==> config.mk <==
export PLATFORM = sky130hd
export DESIGN_NAME = ws_frame_deframer_unmask_core
export DESIGN_NICKNAME = d
export VERILOG_FILES = /design/src/sv/wsdf_pkg.sv /design/src/sv/wsdf_parser.sv /design/src/sv/ws_frame_deframer_unmask_core.sv
export SDC_FILE = /design/constraint.sdc
export NUM_CORES = 1
export LEC_CHECK = 0
export BUFFER_PORTS_ARGS = -buffer_cell sky130_fd_sc_hd__buf_2
export CAP_MARGIN = 20
export CELL_PAD_IN_SITES_DETAIL_PLACEMENT = 1
export CELL_PAD_IN_SITES_GLOBAL_PLACEMENT = 2
export CORE_MARGIN = 8
export CORE_UTILIZATION = 41
export DETAILED_ROUTE_END_ITERATION = 6
export GPL_TIMING_DRIVEN = 0
export PLACE_DENSITY = 0.95
export SLEW_MARGIN = 10
export SYNTH_ARGS = -nofsm -noshare
export SYNTH_HDL_FRONTEND = slang
export SYNTH_SLANG_ARGS = --single-unit
export TNS_END_PERCENT = 5
==> constraint.sdc <==
create_clock -name clk -period 14.9 [get_ports clk]
set_input_delay 2.98 -clock clk [delete_from_list [all_inputs] [get_ports clk]]
set_output_delay 2.98 -clock clk [all_outputs]
set_load 0.02 [all_outputs]
==> src/sv/wsdf_pkg.sv <==
// ----------------------------------------------------------------------------
// wsdf_pkg
// Shared constants and types for the WebSocket frame deframer and unmasker.
// ----------------------------------------------------------------------------
package wsdf_pkg;

    // Width of the payload byte counter; longer declared lengths are errors.
    localparam int unsigned LEN_BITS = 32;

    localparam logic [31:0] MAX_PAYLOAD_RESET = 32'd65536;

    localparam logic [3:0] OP_CONT  = 4'h0;
    localparam logic [3:0] OP_TEXT  = 4'h1;
    localparam logic [3:0] OP_BIN   = 4'h2;
    localparam logic [3:0] OP_CLOSE = 4'h8;
    localparam logic [3:0] OP_PING  = 4'h9;
    localparam logic [3:0] OP_PONG  = 4'hA;

    localparam logic [6:0] LEN_CODE_EXT16 = 7'd126;
    localparam logic [6:0] LEN_CODE_EXT64 = 7'd127;
    localparam logic [63:0] CTRL_MAX_LEN  = 64'd125;

    localparam logic [2:0] ERR_RESERVED   = 3'd0;
    localparam logic [2:0] ERR_BAD_OPCODE = 3'd1;
    localparam logic [2:0] ERR_LEN_MSB    = 3'd2;
    localparam logic [2:0] ERR_FRAG_CTRL  = 3'd3;
    localparam logic [2:0] ERR_BIG_CTRL   = 3'd4;
    localparam logic [2:0] ERR_UNMASKED   = 3'd5;
    localparam logic [2:0] ERR_TOO_LARGE  = 3'd6;
    localparam logic [2:0] ERR_TRUNC_CLOSE = 3'd7;

    typedef struct packed {
        logic        payload_valid;
        logic [7:0]  payload_byte;
        logic        frame_done;
        logic [3:0]  frame_opcode;
        logic        final_fragment;
        logic [31:0] payload_length;
        logic        close_present;
        logic [15:0] close_status;
        logic        protocol_error;
        logic [2:0]  error_kind;
    } res_t;

endpackage

==> src/sv/wsdf_parser.sv <==
// ----------------------------------------------------------------------------
// wsdf_parser
// Frame parser state and the per-byte update: header, extended length, mask
// key, payload unmasking, close status capture and sticky error detection.
// ----------------------------------------------------------------------------
module wsdf_parser (
    input  logic               clk,
    input  logic               rst_n,
    input  logic               step,
    input  logic [7:0]         data_byte,
    input  logic [31:0]        max_payload,
    output logic               has_result,
    output wsdf_pkg::res_t     result
);

    typedef enum logic [2:0] {
        PH_HDR0  = 3'd0,
        PH_HDR1  = 3'd1,
        PH_EXT16 = 3'd2,
        PH_EXT64 = 3'd3,
        PH_MASK  = 3'd4,
        PH_DATA  = 3'd5
    } phase_t;

    phase_t                          phase_reg,  phase_next;
    logic [3:0]                      cnt_reg,    cnt_next;
    logic [3:0]                      opcode_reg, opcode_next;
    logic                            fin_reg,    fin_next;
    logic [63:0]                     len_reg,    len_next;
    logic [wsdf_pkg::LEN_BITS-1:0]   idx_reg,    idx_next;
    logic [31:0]                     mask_reg,   mask_next;
    logic [15:0]                     close_reg,  close_next;
    logic                            err_reg,    err_next;
    logic [2:0]                      kind_reg,   kind_next;

    logic                            done;
    logic                            pvalid;
    logic [7:0]                      pbyte;
    logic [7:0]                      mask_byte;
    logic [7:0]                      plain;
    logic [63:0]                     shifted;
    logic [wsdf_pkg::LEN_BITS:0]     idx_inc;
    logic                            is_close;

    function automatic logic opcode_known(input logic [3:0] op);
        begin
            opcode_known = (op == wsdf_pkg::OP_CONT) || (op == wsdf_pkg::OP_TEXT)
                || (op == wsdf_pkg::OP_BIN) || (op == wsdf_pkg::OP_CLOSE)
                || (op == wsdf_pkg::OP_PING) || (op == wsdf_pkg::OP_PONG);
        end
    endfunction

    always_comb
    begin
        phase_next  = phase_reg;
        cnt_next    = cnt_reg;
        opcode_next = opcode_reg;
        fin_next    = fin_reg;
        len_next    = len_reg;
        idx_next    = idx_reg;
        mask_next   = mask_reg;
        close_next  = close_reg;
        err_next    = err_reg;
        kind_next   = kind_reg;
        has_result  = 1'b0;
        done        = 1'b0;
        pvalid      = 1'b0;
        pbyte       = 8'd0;
        shifted     = {len_reg[55:0], data_byte};
        idx_inc     = {1'b0, idx_reg} + {{wsdf_pkg::LEN_BITS{1'b0}}, 1'b1};

        case (idx_reg[1:0])
            2'd0:    mask_byte = mask_reg[31:24];
            2'd1:    mask_byte = mask_reg[23:16];
            2'd2:    mask_byte = mask_reg[15:8];
            default: mask_byte = mask_reg[7:0];
        endcase
        plain = data_byte ^ mask_byte;

        if (err_reg)
        begin
            has_result = 1'b1;
        end
        else
        begin
            case (phase_reg)
                PH_HDR0:
                begin
                    opcode_next = data_byte[3:0];
                    fin_next    = data_byte[7];
                    len_next    = 64'd0;
                    idx_next    = '0;
                    mask_next   = 32'd0;
                    close_next  = 16'd0;
                    cnt_next    = 4'd0;
                    if (data_byte[6:4] != 3'd0)
                    begin
                        err_next  = 1'b1;
                        kind_next = wsdf_pkg::ERR_RESERVED;
                    end
                    else if (!opcode_known(data_byte[3:0]))
                    begin
                        err_next  = 1'b1;
                        kind_next = wsdf_pkg::ERR_BAD_OPCODE;
                    end
                    else if (data_byte[3] && !data_byte[7])
                    begin
                        err_next  = 1'b1;
                        kind_next = wsdf_pkg::ERR_FRAG_CTRL;
                    end
                    else
                    begin
                        phase_next = PH_HDR1;
                    end
                end
                PH_HDR1, PH_EXT16, PH_EXT64:
                begin
                    if (phase_reg == PH_HDR1)
                    begin
                        shifted = {57'd0, data_byte[6:0]};
                    end
                    len_next = shifted;
                    if (phase_reg != PH_HDR1)
                    begin
                        cnt_next = cnt_reg + 4'd1;
                    end
                    if (phase_reg == PH_HDR1 && !data_byte[7])
                    begin
                        err_next  = 1'b1;
                        kind_next = wsdf_pkg::ERR_UNMASKED;
                    end
                    else if (phase_reg == PH_HDR1
                        && data_byte[6:0] == wsdf_pkg::LEN_CODE_EXT16)
                    begin
                        len_next   = 64'd0;
                        cnt_next   = 4'd0;
                        phase_next = PH_EXT16;
                    end
                    else if (phase_reg == PH_HDR1
                        && data_byte[6:0] == wsdf_pkg::LEN_CODE_EXT64)
                    begin
                        len_next   = 64'd0;
                        cnt_next   = 4'd0;
                        phase_next = PH_EXT64;
                    end
                    else if (phase_reg == PH_HDR1
                        || (phase_reg == PH_EXT16 && cnt_next >= 4'd2)
                        || (phase_reg == PH_EXT64 && cnt_next >= 4'd8))
                    begin
                        if (shifted[63])
                        begin
                            err_next  = 1'b1;
                            kind_next = wsdf_pkg::ERR_LEN_MSB;
                        end
                        else if (opcode_reg[3] && shifted > wsdf_pkg::CTRL_MAX_LEN)
                        begin
                            err_next  = 1'b1;
                            kind_next = wsdf_pkg::ERR_BIG_CTRL;
                        end
                        else if (shifted > {32'd0, max_payload}
                            || (|shifted[63:wsdf_pkg::LEN_BITS]))
                        begin
                            err_next  = 1'b1;
                            kind_next = wsdf_pkg::ERR_TOO_LARGE;
                        end
                        else if (opcode_reg == wsdf_pkg::OP_CLOSE && shifted == 64'd1)
                        begin
                            err_next  = 1'b1;
                            kind_next = wsdf_pkg::ERR_TRUNC_CLOSE;
                        end
                        else
                        begin
                            phase_next = PH_MASK;
                            cnt_next   = 4'd0;
                        end
                    end
                end
                PH_MASK:
                begin
                    mask_next = {mask_reg[23:0], data_byte};
                    cnt_next  = cnt_reg + 4'd1;
                    if (cnt_next >= 4'd4)
                    begin
                        cnt_next = 4'd0;
                        idx_next = '0;
                        if (len_reg == 64'd0)
                        begin
                            phase_next = PH_HDR0;
                            has_result = 1'b1;
                            done       = 1'b1;
                        end
                        else
                        begin
                            phase_next = PH_DATA;
                        end
                    end
                end
                PH_DATA:
                begin
                    done     = idx_inc >= len_reg[wsdf_pkg::LEN_BITS:0];
                    idx_next = idx_inc[wsdf_pkg::LEN_BITS-1:0];
                    if (done)
                    begin
                        phase_next = PH_HDR0;
                    end
                    if (opcode_reg == wsdf_pkg::OP_CLOSE
                        && idx_reg[wsdf_pkg::LEN_BITS-1:1] == '0)
                    begin
                        if (!idx_reg[0])
                        begin
                            close_next = {plain, 8'd0};
                        end
                        else
                        begin
                            close_next = {close_reg[15:8], plain};
                        end
                        has_result = done;
                    end
                    else
                    begin
                        has_result = 1'b1;
                        pvalid     = 1'b1;
                        pbyte      = plain;
                    end
                end
                default:
                begin
                    phase_next = PH_HDR0;
                end
            endcase
            if (err_next)
            begin
                has_result = 1'b1;
            end
        end
    end

    always_comb
    begin
        is_close = done && opcode_next == wsdf_pkg::OP_CLOSE && len_next >= 64'd2;
        result.payload_valid  = pvalid;
        result.payload_byte   = pbyte;
        result.frame_done     = done;
        result.frame_opcode   = opcode_next;
        result.final_fragment = fin_next;
        result.payload_length = len_next[31:0];
        result.close_present  = is_close;
        result.close_status   = is_close ? close_next : 16'd0;
        result.protocol_error = err_next;
        result.error_kind     = err_next ? kind_next : 3'd0;
    end

    always_ff @(posedge clk or negedge rst_n)
    begin
        if (!rst_n)
        begin
            phase_reg  <= PH_HDR0;
            cnt_reg    <= 4'd0;
            opcode_reg <= 4'd0;
            fin_reg    <= 1'b0;
            len_reg    <= 64'd0;
            idx_reg    <= '0;
            mask_reg   <= 32'd0;
            close_reg  <= 16'd0;
            err_reg    <= 1'b0;
            kind_reg   <= 3'd0;
        end
        else if (step)
        begin
            phase_reg  <= phase_next;
            cnt_reg    <= cnt_next;
            opcode_reg <= opcode_next;
            fin_reg    <= fin_next;
            len_reg    <= len_next;
            idx_reg    <= idx_next;
            mask_reg   <= mask_next;
            close_reg  <= close_next;
            err_reg    <= err_next;
            kind_reg   <= kind_next;
        end
    end

`ifndef SYNTH
    a_err_sticky: assert property (@(posedge clk) disable iff (!rst_n)
        err_reg |=> err_reg && $stable(kind_reg))
        else $error("error state left without reset");

    a_err_frozen: assert property (@(posedge clk) disable iff (!rst_n)
        err_reg |=> $stable(phase_reg) && $stable(len_reg) && $stable(idx_reg))
        else $error("parser state moved in error state");

    a_payload_in_data: assert property (@(posedge clk) disable iff (!rst_n)
        step && has_result && result.payload_valid |-> phase_reg == PH_DATA && !err_reg)
        else $error("payload byte outside data phase");

    a_done_returns: assert property (@(posedge clk) disable iff (!rst_n)
        step && result.frame_done |=> phase_reg == PH_HDR0)
        else $error("frame done without return to header");
`endif

endmodule

==> src/sv/ws_frame_deframer_unmask_core.sv <==
// ----------------------------------------------------------------------------
// ws_frame_deframer_unmask_core
// out_valid is registered: the parser result for the byte in the input register is
// captured in the result register. Throughput: one byte per cycle unless out_ready
// stalls; one input and one result register, with the parser update between them.
// Reset: rst_n clears all control state and sets max_payload to 65536.
// ----------------------------------------------------------------------------
module ws_frame_deframer_unmask_core (
    input  logic        clk,
    input  logic        rst_n,
    input  logic        in_valid,
    output logic        in_ready,
    input  logic [7:0]  in_byte,
    output logic        out_valid,
    input  logic        out_ready,
    output logic        payload_valid,
    output logic [7:0]  payload_byte,
    output logic        frame_done,
    output logic [3:0]  frame_opcode,
    output logic        final_fragment,
    output logic [31:0] payload_length,
    output logic        close_present,
    output logic [15:0] close_status,
    output logic        protocol_error,
    output logic [2:0]  error_kind,
    input  logic        cfg_wr_en,
    input  logic [31:0] cfg_wr_data
);

    logic               s1_valid_reg;
    logic [7:0]         s1_byte_reg;
    logic               out_valid_reg;
    wsdf_pkg::res_t     out_reg;
    logic [31:0]        max_payload_reg;
    logic               advance;
    logic               step;
    logic               res_has;
    wsdf_pkg::res_t     res;

    assign advance  = !out_valid_reg || out_ready;
    assign step     = s1_valid_reg && advance;
    assign in_ready = !s1_valid_reg || advance;

    wsdf_parser u_parser (
        .clk         (clk),
        .rst_n       (rst_n),
        .step        (step),
        .data_byte   (s1_byte_reg),
        .max_payload (max_payload_reg),
        .has_result  (res_has),
        .result      (res)
    );

    always_ff @(posedge clk or negedge rst_n)
    begin
        if (!rst_n)
        begin
            s1_valid_reg    <= 1'b0;
            out_valid_reg   <= 1'b0;
            max_payload_reg <= wsdf_pkg::MAX_PAYLOAD_RESET;
        end
        else
        begin
            if (in_valid && in_ready)
            begin
                s1_valid_reg <= 1'b1;
            end
            else if (step)
            begin
                s1_valid_reg <= 1'b0;
            end
            if (advance)
            begin
                out_valid_reg <= step && res_has;
            end
            if (cfg_wr_en)
            begin
                max_payload_reg <= cfg_wr_data;
            end
        end
    end

    always_ff @(posedge clk)
    begin
        if (in_valid && in_ready)
        begin
            s1_byte_reg <= in_byte;
        end
        if (step && res_has)
        begin
            out_reg <= res;
        end
    end

    assign out_valid      = out_valid_reg;
    assign payload_valid  = out_reg.payload_valid;
    assign payload_byte   = out_reg.payload_byte;
    assign frame_done     = out_reg.frame_done;
    assign frame_opcode   = out_reg.frame_opcode;
    assign final_fragment = out_reg.final_fragment;
    assign payload_length = out_reg.payload_length;
    assign close_present  = out_reg.close_present;
    assign close_status   = out_reg.close_status;
    assign protocol_error = out_reg.protocol_error;
    assign error_kind     = out_reg.error_kind;

endmodule
==> qor.csv <==
stage,metric,value,unit
critical_path,cpMostUsedCell,buf_2,
final_layout,fin_util,0.489,
route,wirelength,47.6,mm
min_path,hp-class,register to register,
synth,synth.net_count,1617,
synth,seq_area_frac_synth,0.508,
timing,setup_tns,0,ns
power,power_density,130,nW/um2
status,status,completed,
timing,skew,0.0247,ns
timing,fmax,0.149,GHz
placement,routabilityCongestion,0.915,
synth,synth-edff-count,76,
clocking,post_cts_resized,0,
final_layout,syn2layout_area_growth,17.0,%
timing,min_period,6.70,ns
floorplan,ios,115,
floorplan,die_area,40400,um2
floorplan,die_h,201,um
floorplan,die_w,201,um
grt,grt_pass1_vias,13100,
synth,synth_most_common_cell,nand2_1,
timing,slew_headroom,0.285,
route,avgRoutedWirePerCell,22.3,um
critical_path,worst_path_largest_cell_delay,0.29,ns
clocking,cts-root-buf,clkbuf_16,
synth,syn_inst,1502,
route,ant_nets,0,
grt,track_usage,0.232,
flow_run,drv_cap,0,
route,drt_first_iter_violations,921,
synth,synth_top_area_cell,dfrtp_1,
synth,syn-mean-instance-area,9.35,um2
critical_path,worstPathArrival,3.72,ns
clocking,cts_max_path_buffers,3,
synth,synth.distinct_cells,69,
timing,slew_viol_final,0,
final_layout,drive_above_1_share,0.115,
grt,grt_first_pass_wirelength,74.9,mm
grt,grt_max_degree,101,
synth,netlist_top_cells_area,"dfrtp_1 (34%), edfxtp_1 (16%), nand2_1 (7.7%), o21ai_0 (6.4%), ha_1 (6.2%)",
final_layout,nets,1770,
floorplan,start_util,0.418,
clocking,clkSinkCount,270,
grt,grt_overflow,0,
timing,finalSetupViolCount,0,
placement,dp_hpwl,34.9,mm
clocking,cts_buffers,34,
critical_path,start_kind,input pin,
route,routed_via_density,5.74,
timing,max_slew.worst_pin.slew,1.06,ns
power,p_leak,7.13,nW
floorplan,core,33600,um2
synth,synthArstFlopShare,0.719,
critical_path,required,11.92,ns
clocking,tritoncts,built,
synth,syn_area,14000,um2
route,drc,0,
clocking,ctsHoldBuffers,0,
clocking,h-tree-depth,2,
synth,synth_top_area_frac,0.344,
synth,synth_top_flop_cell,dfrtp_1,
critical_path,slowest_stage,nor2b_1,
placement,io_buffers,113,
final_layout,largest_register_ffs,64,
clocking,clk_latency,0.53,ns
synth,ys_warn_count,0,
synth,netlist_top_cells_count,"nand2_1 (288), dfrtp_1 (193), o21ai_0 (179), nor2_1 (97), inv_1 (94)",
critical_path,crit_chain,buf_2 -> nor2b_1 -> nand2_1 -> buf_2,
grt,antenna_found_initial,0,
route,firstDrtPassIters,7,
power,ir_worst_vdd,0.0833,mV
critical_path,crit_buf_inv,2,
timing,hold_violations,0,
critical_path,cp_max_fo,5,
clocking,postCtsSetupBuffers,0,
route,num_vias,12200,
synth,synth-seq-cells,270,
final_layout,n_antenna_cell,0,
critical_path,end_kind,output port,
critical_path,critical_path_class,input pin to output port,
timing,rsz0062_at_grt,false,
critical_path,critPathTopFamily,simple AND/OR/NAND/NOR gates,
floorplan,num_rows,67,
final_layout,fillers,3855,
timing,min_period_over_period,0.449,
clocking,clkTransAtPathRegs,0.06,ns
power breakdown:
group          total [mW]  switching (mW)  internal (mW)
clock               0.859           0.327          0.532
combinational       0.412           0.287          0.124
sequential          0.866          0.0371          0.829
total                2.14           0.651           1.49
metal layers:
layer | share of wire | wire length, um | GRT usage | vias up
met4 | 0.029 | 1370 | 0.0781 | 0
met1 | 0.44 | 20700 | 0.303 | 6170
met3 | 0.061 | 2920 | 0.0461 | 86
met5 | 0 | 0 | 0 | -
li1 | - | - | - | 5606
met2 | 0.47 | 22600 | 0.380 | 356
layout by cell type, fill, tap and decap left out, drive strengths merged, types with 17 or more instances in the layout:
master / n
a21oi: 47
a22o: 18
a22oi: 17
buf: 131
clkbuf: 118
dfrtp: 193
edfxtp: 76
ha: 70
inv: 95
nand2: 288
nand3: 36
nand4: 22
nor2: 97
nor3: 27
nor4: 20
o21ai: 182
o31ai: 49
xnor2: 30
xor2: 18
worst reg2reg max path: stages, from the launching register on:
cell,delay (ns)
dfrtp_1,0.32
clkbuf_1,0.30
nor3b_1,0.46
buf_2,0.37
buf_1,0.46
nor2_1,0.12
ha_1,0.33
nand4_1,0.20
nor4_1,0.77
a211oi_1,0.18
a22oi_1,0.32
o221a_2,0.39
nand3_2,0.15
a211oi_4,0.47
a21oi_4,0.28
buf_12,0.25
final cells by class:
type / count / area (um2) / share of cell area
clock buffer: 47 / 1020 / 0.0623
clock inverter: 14 / 148 / 0.00898
sequential: 270 / 7140 / 0.434
tap: 448 / 561 / 0.0341
buffer: 85 / 324 / 0.0197
timing repair buffer: 117 / 648 / 0.0394
inverter: 94 / 353 / 0.0215
multi-input combinational: 1053 / 6240 / 0.380
cell families (layout without fill, tap and decap cells):
| group | count (synthesis) | after routing | share of synthesized area |
|---|---|---|---|
| multiplexers | 17 | 17 | 0.0125 |
| buffers and inverters | 179 | 357 | 0.0482 |
| flip-flops | 270 | 270 | 0.508 |
| XOR/XNOR | 48 | 48 | 0.0299 |
| AO/OA/AOI/OAI | 373 | 373 | 0.166 |
| adder cells (fa/ha/maj) | 70 | 70 | 0.0624 |
| AND/OR/NAND/NOR | 545 | 545 | 0.173 |
through the flow:
| stage | area (um2) | std cells | power (mW) | hold slack, ns | worst slack, ns |
|---|---|---|---|---|---|
| after floorplan | 14000 | 1502 | 1.11 | 0.442 | 7.54 |
| after global placement | 15200 | 2063 | 1.26 | 0.458 | 5.61 |
| after detailed placement | 15300 | 2067 | 1.28 | 0.466 | 8.19 |
| after CTS | 16400 | 2128 | 2.15 | 0.479 | 8.19 |
| after global routing | 16400 | 2128 | 2.22 | 0.512 | 8.11 |
| final | 16400 | 2128 | 2.14 | 0.474 | 8.20 |
final timing paths:
kind | from | end | slack, ns | cells after the start
worst max-delay path | out_ready | in_ready | 8.20 | 4
worst min-delay path | u_parser.len_reg[58]$_DFFE_PN0P_ | u_parser.len_reg[58]$_DFFE_PN0P_ | 0.47 | 2
worst max register to register | u_parser.phase_reg[0]$_DFFE_PN0P_ | payload_length[11]$_DFFE_PP_ | 9.23 | 15
worst min register to register | u_parser.len_reg[58]$_DFFE_PN0P_ | u_parser.len_reg[58]$_DFFE_PN0P_ | 0.47 | 2
max in group asynchronous | rst_n | u_parser.mask_reg[4]$_DFFE_PN0P_ | 11.40 | 2
min in group asynchronous | rst_n | max_payload_reg[31]$_DFFE_PN0P_ | 2.49 | 1
No activity file was read; power rests on OpenSTA's default activity.
